<file path="src/hdl/cdeq_pkg.sv">
// Shared types, codes and widths for the circular double-ended queue.
`default_nettype none

package cdeq_pkg;

   localparam int DEPTH_DEF  = 128;
   localparam int DATA_W     = 32;
   localparam int REQ_TYPE_W = 2;
   localparam int STATUS_W   = 2;
   localparam int REQ_TDATA_W = 32;
   localparam int RSP_TDATA_W = 40;

   // request kinds
   localparam logic [REQ_TYPE_W-1:0] OP_INS_FRONT = 2'd0;
   localparam logic [REQ_TYPE_W-1:0] OP_INS_REAR  = 2'd1;
   localparam logic [REQ_TYPE_W-1:0] OP_REM_FRONT = 2'd2;
   localparam logic [REQ_TYPE_W-1:0] OP_REM_REAR  = 2'd3;

   // result status codes
   localparam logic [STATUS_W-1:0] ST_OK        = 2'd0;
   localparam logic [STATUS_W-1:0] ST_OVERFLOW  = 2'd1;
   localparam logic [STATUS_W-1:0] ST_UNDERFLOW = 2'd2;

   // outcome of one request, from the index logic to the result stage
   typedef struct packed {
      logic [STATUS_W-1:0] status;
      logic                is_empty;
      logic                is_full;
      logic                rd_pending;
   } ctrl_result_type;

endpackage

`default_nettype wire

</file>
<file path="src/hdl/cdeq_ring.sv">
// Ring storage: one write port, one registered read port.
`default_nettype none

module cdeq_ring #(
   parameter int DEPTH = cdeq_pkg::DEPTH_DEF
) (
   input  wire logic                         clock,
   input  wire logic                         wr_en,
   input  wire logic [$clog2(DEPTH)-1:0]     wr_addr,
   input  wire logic [cdeq_pkg::DATA_W-1:0]  wr_data,
   input  wire logic                         rd_en,
   input  wire logic [$clog2(DEPTH)-1:0]     rd_addr,
   output logic      [cdeq_pkg::DATA_W-1:0]  rd_data
);
   import cdeq_pkg::*;

   logic [DATA_W-1:0] ring_mem [DEPTH];
   logic [DATA_W-1:0] rd_data_ff;

   always_ff @(posedge clock) begin
      if (wr_en) begin
         ring_mem[wr_addr] <= wr_data;
      end
   end

   always_ff @(posedge clock) begin
      if (rd_en) begin
         rd_data_ff <= ring_mem[rd_addr];
      end
   end

   assign rd_data = rd_data_ff;

endmodule

`default_nettype wire

</file>
<file path="config.mk">
export PLATFORM = sky130hd
export DESIGN_NAME = cdeq_ring
export DESIGN_NICKNAME = d
export VERILOG_FILES = /design/src/hdl/cdeq_pkg.sv /design/src/hdl/cdeq_ring.sv
export SDC_FILE = /design/constraint.sdc
export NUM_CORES = 2
export LEC_CHECK = 0
export BUFFER_PORTS_ARGS = -buffer_cell sky130_fd_sc_hd__clkbuf_2
export CAP_MARGIN = 10
export CELL_PAD_IN_SITES_DETAIL_PLACEMENT = 0
export CELL_PAD_IN_SITES_GLOBAL_PLACEMENT = 1
export CORE_MARGIN = 4
export CORE_UTILIZATION = 30
export DETAILED_ROUTE_END_ITERATION = 10
export GPL_ROUTABILITY_DRIVEN = 0
export GPL_TIMING_DRIVEN = 0
export PLACE_DENSITY_LB_ADDON = 0.1
export RECOVER_POWER = 50
export SKIP_LAST_GASP = 1
export SYNTH_ARGS = -nofsm -noshare
export SYNTH_HDL_FRONTEND = slang
export SYNTH_SLANG_ARGS = --single-unit
export TNS_END_PERCENT = 20
</file>
<file path="constraint.sdc">
create_clock -name clock -period 13.1 [get_ports clock]
set_clock_uncertainty 0.1 [all_clocks]
set_input_delay 3.275 -clock clock [delete_from_list [all_inputs] [get_ports clock]]
set_output_delay 3.275 -clock clock [all_outputs]
set_load 0.005 [all_outputs]
</file>
### Word-level counts from Yosys, hierarchy flattened

Memories as Yosys holds them, arrays and structs flattened. A register that Yosys moved wholly into a read port is not among the register bits.
Cells that the tools add are included.

* flip-flop bits (word level): 0
* input port bits: 49
* memories kept: 1
* output and inout bits: 32
* bits in writable memories: 4096
* word-level logic and storage cells: 3

Memories
* ring_mem: words 128, bits a word 32, rd ports 1, clocked after Yosys merged registers in 1, write ports 1, line cdeq_ring.sv:17 `logic [DATA_W-1:0] ring_mem [DEPTH];`

* muxes and demuxes: 2

Operators by type and width (count)
* 2-to-1 mux 1 bit: 2

### Longest topological paths before layout

* depth in word-level cells: 2
* depth in mapped cells: 8
* depth with buffers taken out: 4

### Worst setup path before layout

Ideal clock, no wire load.

* kind: in2reg
* from: in wr_en
* to: mem ring_mem[98][0] (enable)
* setup slack: 6.486 ns
* setup time: 0.461 ns
* required time: 12.539 ns
* path buffers: 1
* stages on the path: 3
* data arrival time: 6.053 ns
* cell sequence: clkbuf_1 > nand4_1 > nor3_1

* word-level cells in the longest chain between the ends: 2

RTL lines
* from (decl): line cdeq_ring.sv:8 `input wire logic wr_en,`
* 2-to-1 mux 1 bit: line cdeq_ring.sv:21 `if (wr_en) begin`
* 2-to-1 mux 1 bit (implied by the code): line cdeq_ring.sv:22 `ring_mem[wr_addr] <= wr_data;`
* to (decl): line cdeq_ring.sv:17

No other way between the ends.

### Worst setup path in the final report

* from: in wr_data[12] in the netlist's numbering
* to: mem ring_mem[125][12] (data pin)

RTL lines
* from (decl): line cdeq_ring.sv:10 `input wire logic [cdeq_pkg::DATA_W-1:0] wr_data,`

Straight into the memory's write port.

==> impl_metrics.py <==
metrics = {
    "yosys": {
        "synthAdderAreaFrac_pct": 0,
        "synth.top_cell.area_share_pct": 79.16,
        "synth_top_area_cell": "edfxtp_1",
        "synth_seq_area_share_pct": 79.16,
        "ys_types": 16,
        "synth.avg_cell_area_um2": 26.14,
        "ys_ff_latch": 4128,
        "synth_compound_area_share_pct": 0,
        "synth_cells": 5990,
        "synthesis.area_mm2": 0.1566,
        "ys_warn_count": 0,
        "synthXorXnorAreaFrac_pct": 0,
        "synthSimpleGateAreaFrac_pct": 0.4450,
        "synth_top_family_by_area": "multiplexers",
        "synth.area.mux_share_pct": 19.56,
        "syn_nets": 6039,
        "yosys-top-cells-area": "edfxtp_1 79%, mux4_2 19%, clkbuf_1 0.44%, nor2_1 0.29%, buf_2 0.25%",
    },
    "global_routing": {
        "grt_remaining_overflow": 0,
        "antenna_found_initial": 104,
        "busiest_layer": "met2",
        "use_met2_pct": 29.77,
        "grt_pass1_wl_mm": 661.4,
        "grt_use_met1_pct": 25.08,
        "grt_pass1_vias": 73583,
        "grt_util_all_layers_pct": 18.27,
        "met3_usage_pct": 3.958,
        "grt_max_degree": 129,
    },
    "die": {
        "dieArea_mm2": 0.5336,
        "rows": 265,
        "ioPinCount": 81,
        "core_mm2": 0.5206,
        "die_x_um": 730.5,
        "fp.dieH_um": 730.5,
        "start_util_pct": 30.08,
    },
    "worst_setup_path": {
        "crit_required_ns": 13.05,
        "crit_type": "primary input to register",
        "timing.critical_path.buf_inv": 2,
        "worstPathCellList": "clkbuf_1, clkbuf_1",
        "setup.worst_path.start_class": "primary input",
        "rrSetupSlack_ns": 9.96,
        "cp.arrival_ns": 8.94,
        "critPathMostFrequentCell": "clkbuf_1",
        "r2r-start": "ring_mem[127][20]",
        "timing.rr.end": "rd_data[20]",
        "slowest_stage": "clkbuf_1",
        "critPathTopFamily": "buffers and inverters",
        "worstRegToRegCells": 4,
        "slowest_delay_ns": 3.34,
        "endpoint_kind": "register",
        "cp_max_fo": 81,
    },
    "routing": {
        "drtAntennaViolNets": 0,
        "routedWlPerCell_um": 34.69,
        "dr_total_vias": 70687,
        "drc": 0,
        "drtIter0Drc": 7250,
        "routed_wirelength_mm": 492.6,
        "drtPass1Iterations": 6,
        "vias_per_cell": 4.978,
    },
    "timing": {
        "rsz0062_at_grt": "false",
        "fmax_mhz": 111.2,
        "tns_ns": 0,
        "worst_slew_margin_rel_pct": -324.5,
        "hold_viol": 0,
        "drv_slew": 4221,
        "timing.final.crit_share_pct": 68.63,
        "worst_pin_slew_ns": 6.368,
        "period_needed_ns": 8.991,
        "hold_ws_ns": 1.140,
        "setup-violations-final": 0,
    },
    "power": {
        "peakVddDrop_mv": 0.1054,
        "leakage_uw": 0.05549,
        "cellPowerDensity_mw_per_mm2": 154.2,
    },
    "finish": {
        "layout_common_cells": "4128 x edfxtp_1, 1344 x mux4_2, 458 x clkbuf_16",
        "final_core_util_pct": 35.55,
        "fin_area_mm2": 0.1851,
        "final_common_cell": "edfxtp_1",
        "drive_gt1_share_pct": 34.37,
        "final_cells": 14199,
        "nets": 6802,
        "area_growth_pct": 18.18,
    },
    "cts": {
        "cts_sinks": 4128,
        "htree_levels": 5,
        "post_cts_buffers": 0,
        "cts_tree": "yes",
        "root_buffer": "clkbuf_16",
        "clock_latency_ns": 1.01,
        "ctsResizeCount": 0,
        "numCtsBuffers": 451,
        "path_clk_slew_ns": 0.06,
        "cts_max_path_buffers": 4,
        "holdBufCountCts": 0,
    },
    "place": {
        "portBuffers": 69,
        "dpl.hpwl_mm": 340.1,
        "numPlacedInstances": 13236,
        "placed_cell_area_mm2": 0.1716,
    },
    "run_status": {
        "failed_checks": "capacitance limit, slew limit",
        "outcome": "complete, but fails checks",
    },
    "hold_path": {
        "hp-class": "register to register",
        "hold_depth": 4,
        "worstHoldEndpoint": "rd_data[27]",
        "hp-start": "ring_mem[29][27]",
    },
    "run": {
        "maxCapViolations": 63,
    },
}
-- Yosys cell counts (all sizes together) --
cell type	number
edfxtp	4128
mux4	1344
clkbuf	182
buf	134
nor2	122
mux2	32
nand2	14
nand3	12
nor3	9
nor2b	7
nand4	3
nand2b	2
or3	1
-- power breakdown --
| part | leakage (uW) | switching, uW | internal (uW) |
|---|---|---|---|
| registers | 0.0371 | 25.1 | 14600 |
| logic | 0.0115 | 1040 | 539 |
| clock network | 0.00687 | 5210 | 7070 |
| total | 0.0555 | 6280 | 22300 |
-- kinds of logic (layout without fill, tap and decap cells) --
kind of cell | after synthesis | after routing
simple gates | 170 | 170
buf+inv | 316 | 1448
other cells | 0 | 135
mux | 1376 | 1376
flops | 4128 | 4128
-- layout make-up --
type                    instances  area (um^2)
well taps                    6942         8686
diodes                        135        337.8
clock buffers                 558        11840
repair buffers                310         4393
plain buffers                 316         1350
clock inverters               264         2250
flip-flops and latches       4128       124000
multi-input cells            1546        32250
fillers                     47767       335500
-- through the flow --
stage | worst slack, ns | power [uW]
finish | 4.109 | 28530
global route | 3.421 | 29530
CTS | 5.513 | 28910
detailed placement | 4.416 | 16560
global placement | 0.7883 | 16510
floorplan | 6.486 | 15600
-- worst max-delay path by stage --
stage,from,endpoint,cells past startpoint
after floorplan,wr_en,ring_mem[98][0],3
after global placement,wr_addr[3],ring_mem[100][18],4
after detailed placement,rd_addr[2],rd_data[20],9
after CTS,rd_addr[2],rd_data[20],9
after global routing,wr_data[13],ring_mem[124][13],2
final,wr_data[12],ring_mem[125][12],2
-- per-layer routing --
| layer | up-vias | share of wire [%] |
|---|---|---|
| met5 | - | 0.056 |
| met4 | 42 | 2.6 |
| met3 | 595 | 6.9 |
| met2 | 2065 | 48 |
| met1 | 39764 | 42 |
| li1 | 28221 | - |
-- sequential cells by signal, indices dropped and copies added, names as in the netlist --
name,count
rd_data,32
ring_mem,4096
Note: power is estimated with default switching activity, not from simulation.
