`src/hdl/cdeq_pkg.sv`:
```
// Shared types, codes and widths for the circular double-ended queue.
`default_nettype none

package cdeq_pkg;

   localparam int DEPTH_DEF  = 128;
   localparam int DATA_W     = 32;
   localparam int REQ_TYPE_W = 2;
   localparam int STATUS_W   = 2;
   localparam int REQ_TDATA_W = 32;
   localparam int RSP_TDATA_W = 40;

   // request kinds
   localparam logic [REQ_TYPE_W-1:0] OP_INS_FRONT = 2'd0;
   localparam logic [REQ_TYPE_W-1:0] OP_INS_REAR  = 2'd1;
   localparam logic [REQ_TYPE_W-1:0] OP_REM_FRONT = 2'd2;
   localparam logic [REQ_TYPE_W-1:0] OP_REM_REAR  = 2'd3;

   // result status codes
   localparam logic [STATUS_W-1:0] ST_OK        = 2'd0;
   localparam logic [STATUS_W-1:0] ST_OVERFLOW  = 2'd1;
   localparam logic [STATUS_W-1:0] ST_UNDERFLOW = 2'd2;

   // outcome of one request, from the index logic to the result stage
   typedef struct packed {
      logic [STATUS_W-1:0] status;
      logic                is_empty;
      logic                is_full;
      logic                rd_pending;
   } ctrl_result_type;

endpackage

`default_nettype wire

```
`src/hdl/cdeq_ctrl.sv`:
```
// Front/rear indices, occupancy and the per-request ring access decision.
`default_nettype none

module cdeq_ctrl #(
   parameter int DEPTH = cdeq_pkg::DEPTH_DEF
) (
   input  wire logic                             clock,
   input  wire logic                             reset,
   input  wire logic                             req_fire,
   input  wire logic [cdeq_pkg::REQ_TYPE_W-1:0]  req_type,
   output logic                                  wr_en,
   output logic      [$clog2(DEPTH)-1:0]         wr_addr,
   output logic                                  rd_en,
   output logic      [$clog2(DEPTH)-1:0]         rd_addr,
   output cdeq_pkg::ctrl_result_type             res
);
   import cdeq_pkg::*;

   localparam int IDX_W = $clog2(DEPTH);
   localparam int OCC_W = $clog2(DEPTH + 1);
   localparam logic [IDX_W-1:0] IDX_LAST = IDX_W'(DEPTH - 1);
   localparam logic [OCC_W-1:0] OCC_FULL = OCC_W'(DEPTH);

   logic [IDX_W-1:0] front_ff, front_in;
   logic [IDX_W-1:0] rear_ff, rear_in;
   logic [OCC_W-1:0] occ_ff, occ_in;
   logic [IDX_W-1:0] front_prev, front_next, rear_prev, rear_next;
   logic             was_empty, was_full, do_wr, do_rd;

   assign was_empty  = (occ_ff == '0);
   assign was_full   = (occ_ff == OCC_FULL);
   assign front_prev = (front_ff == '0) ? IDX_LAST : front_ff - IDX_W'(1);
   assign front_next = (front_ff == IDX_LAST) ? '0 : front_ff + IDX_W'(1);
   assign rear_prev  = (rear_ff == '0) ? IDX_LAST : rear_ff - IDX_W'(1);
   assign rear_next  = (rear_ff == IDX_LAST) ? '0 : rear_ff + IDX_W'(1);

   always_comb begin
      front_in   = front_ff;
      rear_in    = rear_ff;
      occ_in     = occ_ff;
      do_wr      = 1'b0;
      do_rd      = 1'b0;
      wr_addr    = '0;
      rd_addr    = front_ff;
      res.status = ST_OK;
      case (req_type)
         OP_INS_FRONT, OP_INS_REAR: begin
            if (was_full) begin
               res.status = ST_OVERFLOW;
            end else begin
               do_wr  = 1'b1;
               occ_in = occ_ff + OCC_W'(1);
               if (was_empty) begin
                  // first word always lands in slot zero
                  front_in = '0;
                  rear_in  = '0;
                  wr_addr  = '0;
               end else if (req_type == OP_INS_FRONT) begin
                  front_in = front_prev;
                  wr_addr  = front_prev;
               end else begin
                  rear_in = rear_next;
                  wr_addr = rear_next;
               end
            end
         end
         OP_REM_FRONT, OP_REM_REAR: begin
            if (was_empty) begin
               res.status = ST_UNDERFLOW;
            end else begin
               do_rd  = 1'b1;
               occ_in = occ_ff - OCC_W'(1);
               if (req_type == OP_REM_FRONT) begin
                  rd_addr  = front_ff;
                  front_in = front_next;
               end else begin
                  rd_addr = rear_ff;
                  rear_in = rear_prev;
               end
               // last word gone: park both indices at slot zero
               if (occ_ff == OCC_W'(1)) begin
                  front_in = '0;
                  rear_in  = '0;
               end
            end
         end
         default: begin
            res.status = ST_OK;
         end
      endcase
      res.is_empty   = (occ_in == '0);
      res.is_full    = (occ_in == OCC_FULL);
      res.rd_pending = do_rd;
   end

   assign wr_en = req_fire && do_wr;
   assign rd_en = req_fire && do_rd;

   always_ff @(posedge clock) begin
      if (reset) begin
         front_ff <= '0;
         rear_ff  <= '0;
         occ_ff   <= '0;
      end else if (req_fire) begin
         front_ff <= front_in;
         rear_ff  <= rear_in;
         occ_ff   <= occ_in;
      end
   end

endmodule

`default_nettype wire

```
`config.mk`:
```
export PLATFORM = sky130hd
export DESIGN_NAME = cdeq_ctrl
export DESIGN_NICKNAME = d
export VERILOG_FILES = /design/src/hdl/cdeq_pkg.sv /design/src/hdl/cdeq_ctrl.sv
export SDC_FILE = /design/constraint.sdc
export NUM_CORES = 1
export LEC_CHECK = 0
export BUFFER_PORTS_ARGS = -buffer_cell sky130_fd_sc_hd__buf_2
export CAP_MARGIN = 20
export CORE_ASPECT_RATIO = 0.8
export CORE_MARGIN = 3
export CORE_UTILIZATION = 64
export CTS_CLUSTER_SIZE = 30
export DETAILED_ROUTE_END_ITERATION = 8
export GPL_TIMING_DRIVEN = 0
export MAX_ROUTING_LAYER = met4
export PLACE_DENSITY = 0.86
export SLEW_MARGIN = 15
export SYNTH_ARGS = -nofsm -noshare
export SYNTH_HDL_FRONTEND = slang
export SYNTH_SLANG_ARGS = --single-unit
```
`constraint.sdc`:
```
create_clock -name clock -period 4.75 [get_ports clock]
set_clock_uncertainty 0.15 [all_clocks]
set_input_delay 0.7125 -clock clock [delete_from_list [all_inputs] [get_ports clock]]
set_output_delay 0.7125 -clock clock [all_outputs]
set_load 0.01 [all_outputs]
```
# Word level (Yosys, flattened, before mapping)
# Cells that the tools add are included.
# word_totals
regBits	22
word_cells	69
# classes
add_sub_neg	6
n_eq_ne	14
n_mux	35
n_reduce_logical	11
# ops
operator	count
$mux W7	23
$pmux W7 S2	2
$eq A8 B8 Y1 const B	2
$logic_not A8 Y1	2
$mux W8	2
$pmux W8 S2	1
$add A7 B1 Y7 const B	2
$eq A7 B7 Y1 const B	2
$logic_not A7 Y1	2
$sub A7 B1 Y7 const B	2
$ne A3 B3 Y1 const B	4
$reduce_and A5 Y1	2
$add A8 B1 Y8 const B	1
$eq A8 B1 Y1 const B	1
$sub A8 B1 Y8 const B	1
$mux W1	5
$eq A2 B2 Y1 const B	2
$ne A2 B2 Y1 const B	2
$pmux W2 S2	1
$reduce_or A2 Y1	2
$eq A2 B1 Y1 const B	1
$logic_and A1 B1 Y1	2
$logic_not A2 Y1	1
$mux W2	1

# Depth between registers and ports, before layout
# depth
word_depth	6
depth_mapped	9

# Least setup slack after synthesis
# Ideal clock, no wire load.
# synth_path
path_kind	input-to-output
from	input req_type[1] in the netlist's numbering
to	output res[2] in the netlist's numbering
arrival_ns	2.216
setup_slack_ns	1.672
cell_stages	4
path_buffers	0
path_cell_list	or4b_4 -> or3_4 -> a31o_1 -> nor4_1
# synth_lines
element	line_no	source
start: declaration	cdeq_ctrl.sv:10	input wire logic [cdeq_pkg::REQ_TYPE_W-1:0] req_type,
end: declaration	cdeq_ctrl.sv:15	output cdeq_pkg::ctrl_result_type res

# Worst setup path after layout
# layout_path
from	register occ_ff[0]
to	output rd_addr[5]
# layout_via
elab_chain_cells	3
# layout_lines
element	line_no	source
start: declaration	cdeq_ctrl.sv:26	logic [OCC_W-1:0] occ_ff, occ_in;
start signal: assignment	cdeq_ctrl.sv:107	occ_ff <= occ_in;
$logic_not A8 Y1	cdeq_ctrl.sv:30	assign was_empty = (occ_ff == '0);
$mux W7	cdeq_ctrl.sv:68	if (was_empty) begin
$mux W7	cdeq_ctrl.sv:46	case (req_type)
end: declaration	cdeq_ctrl.sv:14	output logic [$clog2(DEPTH)-1:0] rd_addr,
# Every way passes these cells.

==> results.cfg <==
[global_route]
antenna_found_initial = 0
grt.total_usage_pct = 33.64
grt_max_degree = 13
grt.overflow.total = 0
first_global_vias = 2289
grt_pass1_wl_um = 11110

[sta]
setup_tns_ns = 0
setup_viol = 0
fmax_mhz = 267.8
rsz0062_at_grt = no
fin_crit_sh_pct = 78.61
hold_viol_final = 0
slew_headroom_pct = 44.95
fin_crit_ns = 3.734
worstMarginPinSlew_ns = 0.8257
drv_slew = 0

[clock_network]
clkSlewWorstSetupHoldPaths_ns = 0.08
cts_root_buf = clkbuf_8
cts_tree = done
cts_setup_buffers = 0
numClockSinks = 22
insertion_delay_ns = 0.26
h-tree-depth = 1
cts-buffers-inserted = 3
clockBufferDepth = 2
cts.repair.resized = 0
cts_hold_buf = 0

[cells_and_area]
final_cell_mix = nor2_1, nand2_1, o21ai_0, buf_2, a21oi_1
layout_commonest_cell = nor2_1
final_nets = 367
final_util_pct = 76.92
layout-drive-gt1-share_pct = 14.16
final_cells = 393
diodes = 0
synthToLayoutAreaGrowth_pct = 10.00
multi_input_area_sq_mm = 0.001615
regArea_sq_um = 440.4
fin_area_sq_mm = 0.002477
fillers = 269

[drt]
drtIter0Drc = 381
wl_per_cell_um = 17.30
drtPass1Iterations = 7
drc = 0
viasPerCell = 6.753
antenna_left = 0
num_vias = 2654
totalWireLength_um = 6797

[floorplan]
coreArea_sq_mm = 0.003221
die_h_um = 59.06
die_area_sq_mm = 0.004272
placementRows = 18
die_w_um = 72.33
start_util_pct = 69.93
pin_count = 26

[flow_run]
drv_cap = 0

[setup_path]
path_max_fanout = 10
path_cells = inv_1 > ha_1 > or4b_1 > o21ai_2 > inv_1 > nand2_1 > buf_2 > mux2_2 > buf_2
worst_path_max_delay_cell = or4b_1
worst-path-buf-inv = 4
worstPathRequired_ns = 3.89
path_class = register to primary output
start_kind = register
end_kind = primary output
max_stage_delay_ns = 0.52
crit_family = simple AND/OR/NAND/NOR gates
critPathArrivalTime_ns = 2.87

[hold_path]
worstHoldPathType = register to register

[synthesis]
netlist.area_leader.share_pct = 19.56
synth_area_leaders = dfxtp_1, o21ai_0, a21oi_1
ys_seq_elements = 22
synth_edf_count = 0
syn-num-nets = 338
ys_dominant_reg_cell = dfxtp_1
post-synth-top-area-cell = dfxtp_1
ys_seq_area_share_pct = 19.56
yosys_warnings = 0
netlist_area_sq_mm = 0.002252
synthArstFlopShare_pct = 0
synth_cells = 325
netlist-cell-type-count = 62
syn_area_per_cell_sq_um = 6.930

[placement]
routabilityCongestion = 1.056
hpwl_um = 5061
place_inst = 389
placed_cell_area_sq_mm = 0.002422
portBuffers = 24

[pwr]
ir_drop_mv = 0.2420
power_w = 0.0008561
leakage_nw = 0.9826
power_density_mw_per_mm2 = 345.6

[outcome]
status = complete, no violations
-- through the flow --
step	worst slack (ns)	hold WS [ns]
4_1_cts	1.066	0.4159
3_5_place_dp	1.377	0.4057
6_report	1.016	0.4158
5_1_grt	0.8629	0.4403
3_3_place_gp	1.385	0.3916
2_1_floorplan	1.672	0.3583
-- report_power, final --
group          switching (W)  total (W)  internal, W
combinational       0.000304   0.000489     0.000185
sequential         0.0000269   0.000234     0.000207
clock              0.0000590   0.000133    0.0000738
-- cell usage after synthesis (all sizes together), types with 3 or more instances --
master,count
dfxtp,22
a211oi,13
nor2,32
ha,8
a21oi,26
and2,3
nor4,7
clkbuf,19
o22ai,4
or4b,3
o32ai,3
xnor2,6
o21ai,32
or3,6
buf,9
nand2,28
xor2,4
nand3,13
nor3,10
o21a,4
or4,3
inv,17
a31oi,7
mux2,3
-- worst register-to-register path: stages (launching register included) --
cell and delay (ns):
dfxtp_1 0.46, inv_1 0.11, ha_1 0.29, nor2b_1 0.16
clkbuf_1 0.19, a31oi_1 0.45, o21a_1 0.31, buf_4 0.21
a21oi_1 0.08, a211oi_1 0.20
-- logic make-up (layout without fill, tap and decap cells) --
group,count (synthesis),count (layout),synth area share [%]
AO/OA/AOI/OAI,116,116,33.78
multiplexers,5,5,2.389
adder cells (fa/ha/maj),8,8,4.445
buffers and inverters,45,73,8.722
flip-flops,22,22,19.56
XOR/XNOR,10,10,3.889
AND/OR/NAND/NOR,119,119,27.22
-- final cells by class --
cell class                 instances  share of cell area (%)
tap                               40                   2.020
inverter                          17                   2.576
sequential                        22                   17.78
clock buffer                       4                   2.222
timing repair buffer              24                   4.848
buffer                            28                   5.354
multi-input combinational        258                   65.20
-- flip-flops by register name, summed over array words and instances, names as in the netlist --
signal and count:
front_ff 7, occ_ff 8, rear_ff 7
-- per-layer routing --
layer	GRT usage [%]	routed length, um	share of wire (%)	vias up
li1	-	-	-	1253
met1	49.12	3005	44	1200
met2	46.30	2858	42	187
met3	8.475	852	13	14
met4	6.971	82	1.2	0
met5	-	0	0	-
-- path summary, 6_finish.rpt --
| check | start | to | slack [ns] | cells after the start |
|---|---|---|---|---|
| worst min-delay path | rear_ff[1] | rear_ff[1] | 0.42 | 2 |
| worst max register to register | occ_ff[0] | rear_ff[0] | 2.06 | 9 |
| worst max-delay path | occ_ff[0] | rd_addr[5] | 1.02 | 9 |
| worst min register to register | rear_ff[1] | rear_ff[1] | 0.42 | 2 |
Note: power is estimated with default switching activity, not from simulation.
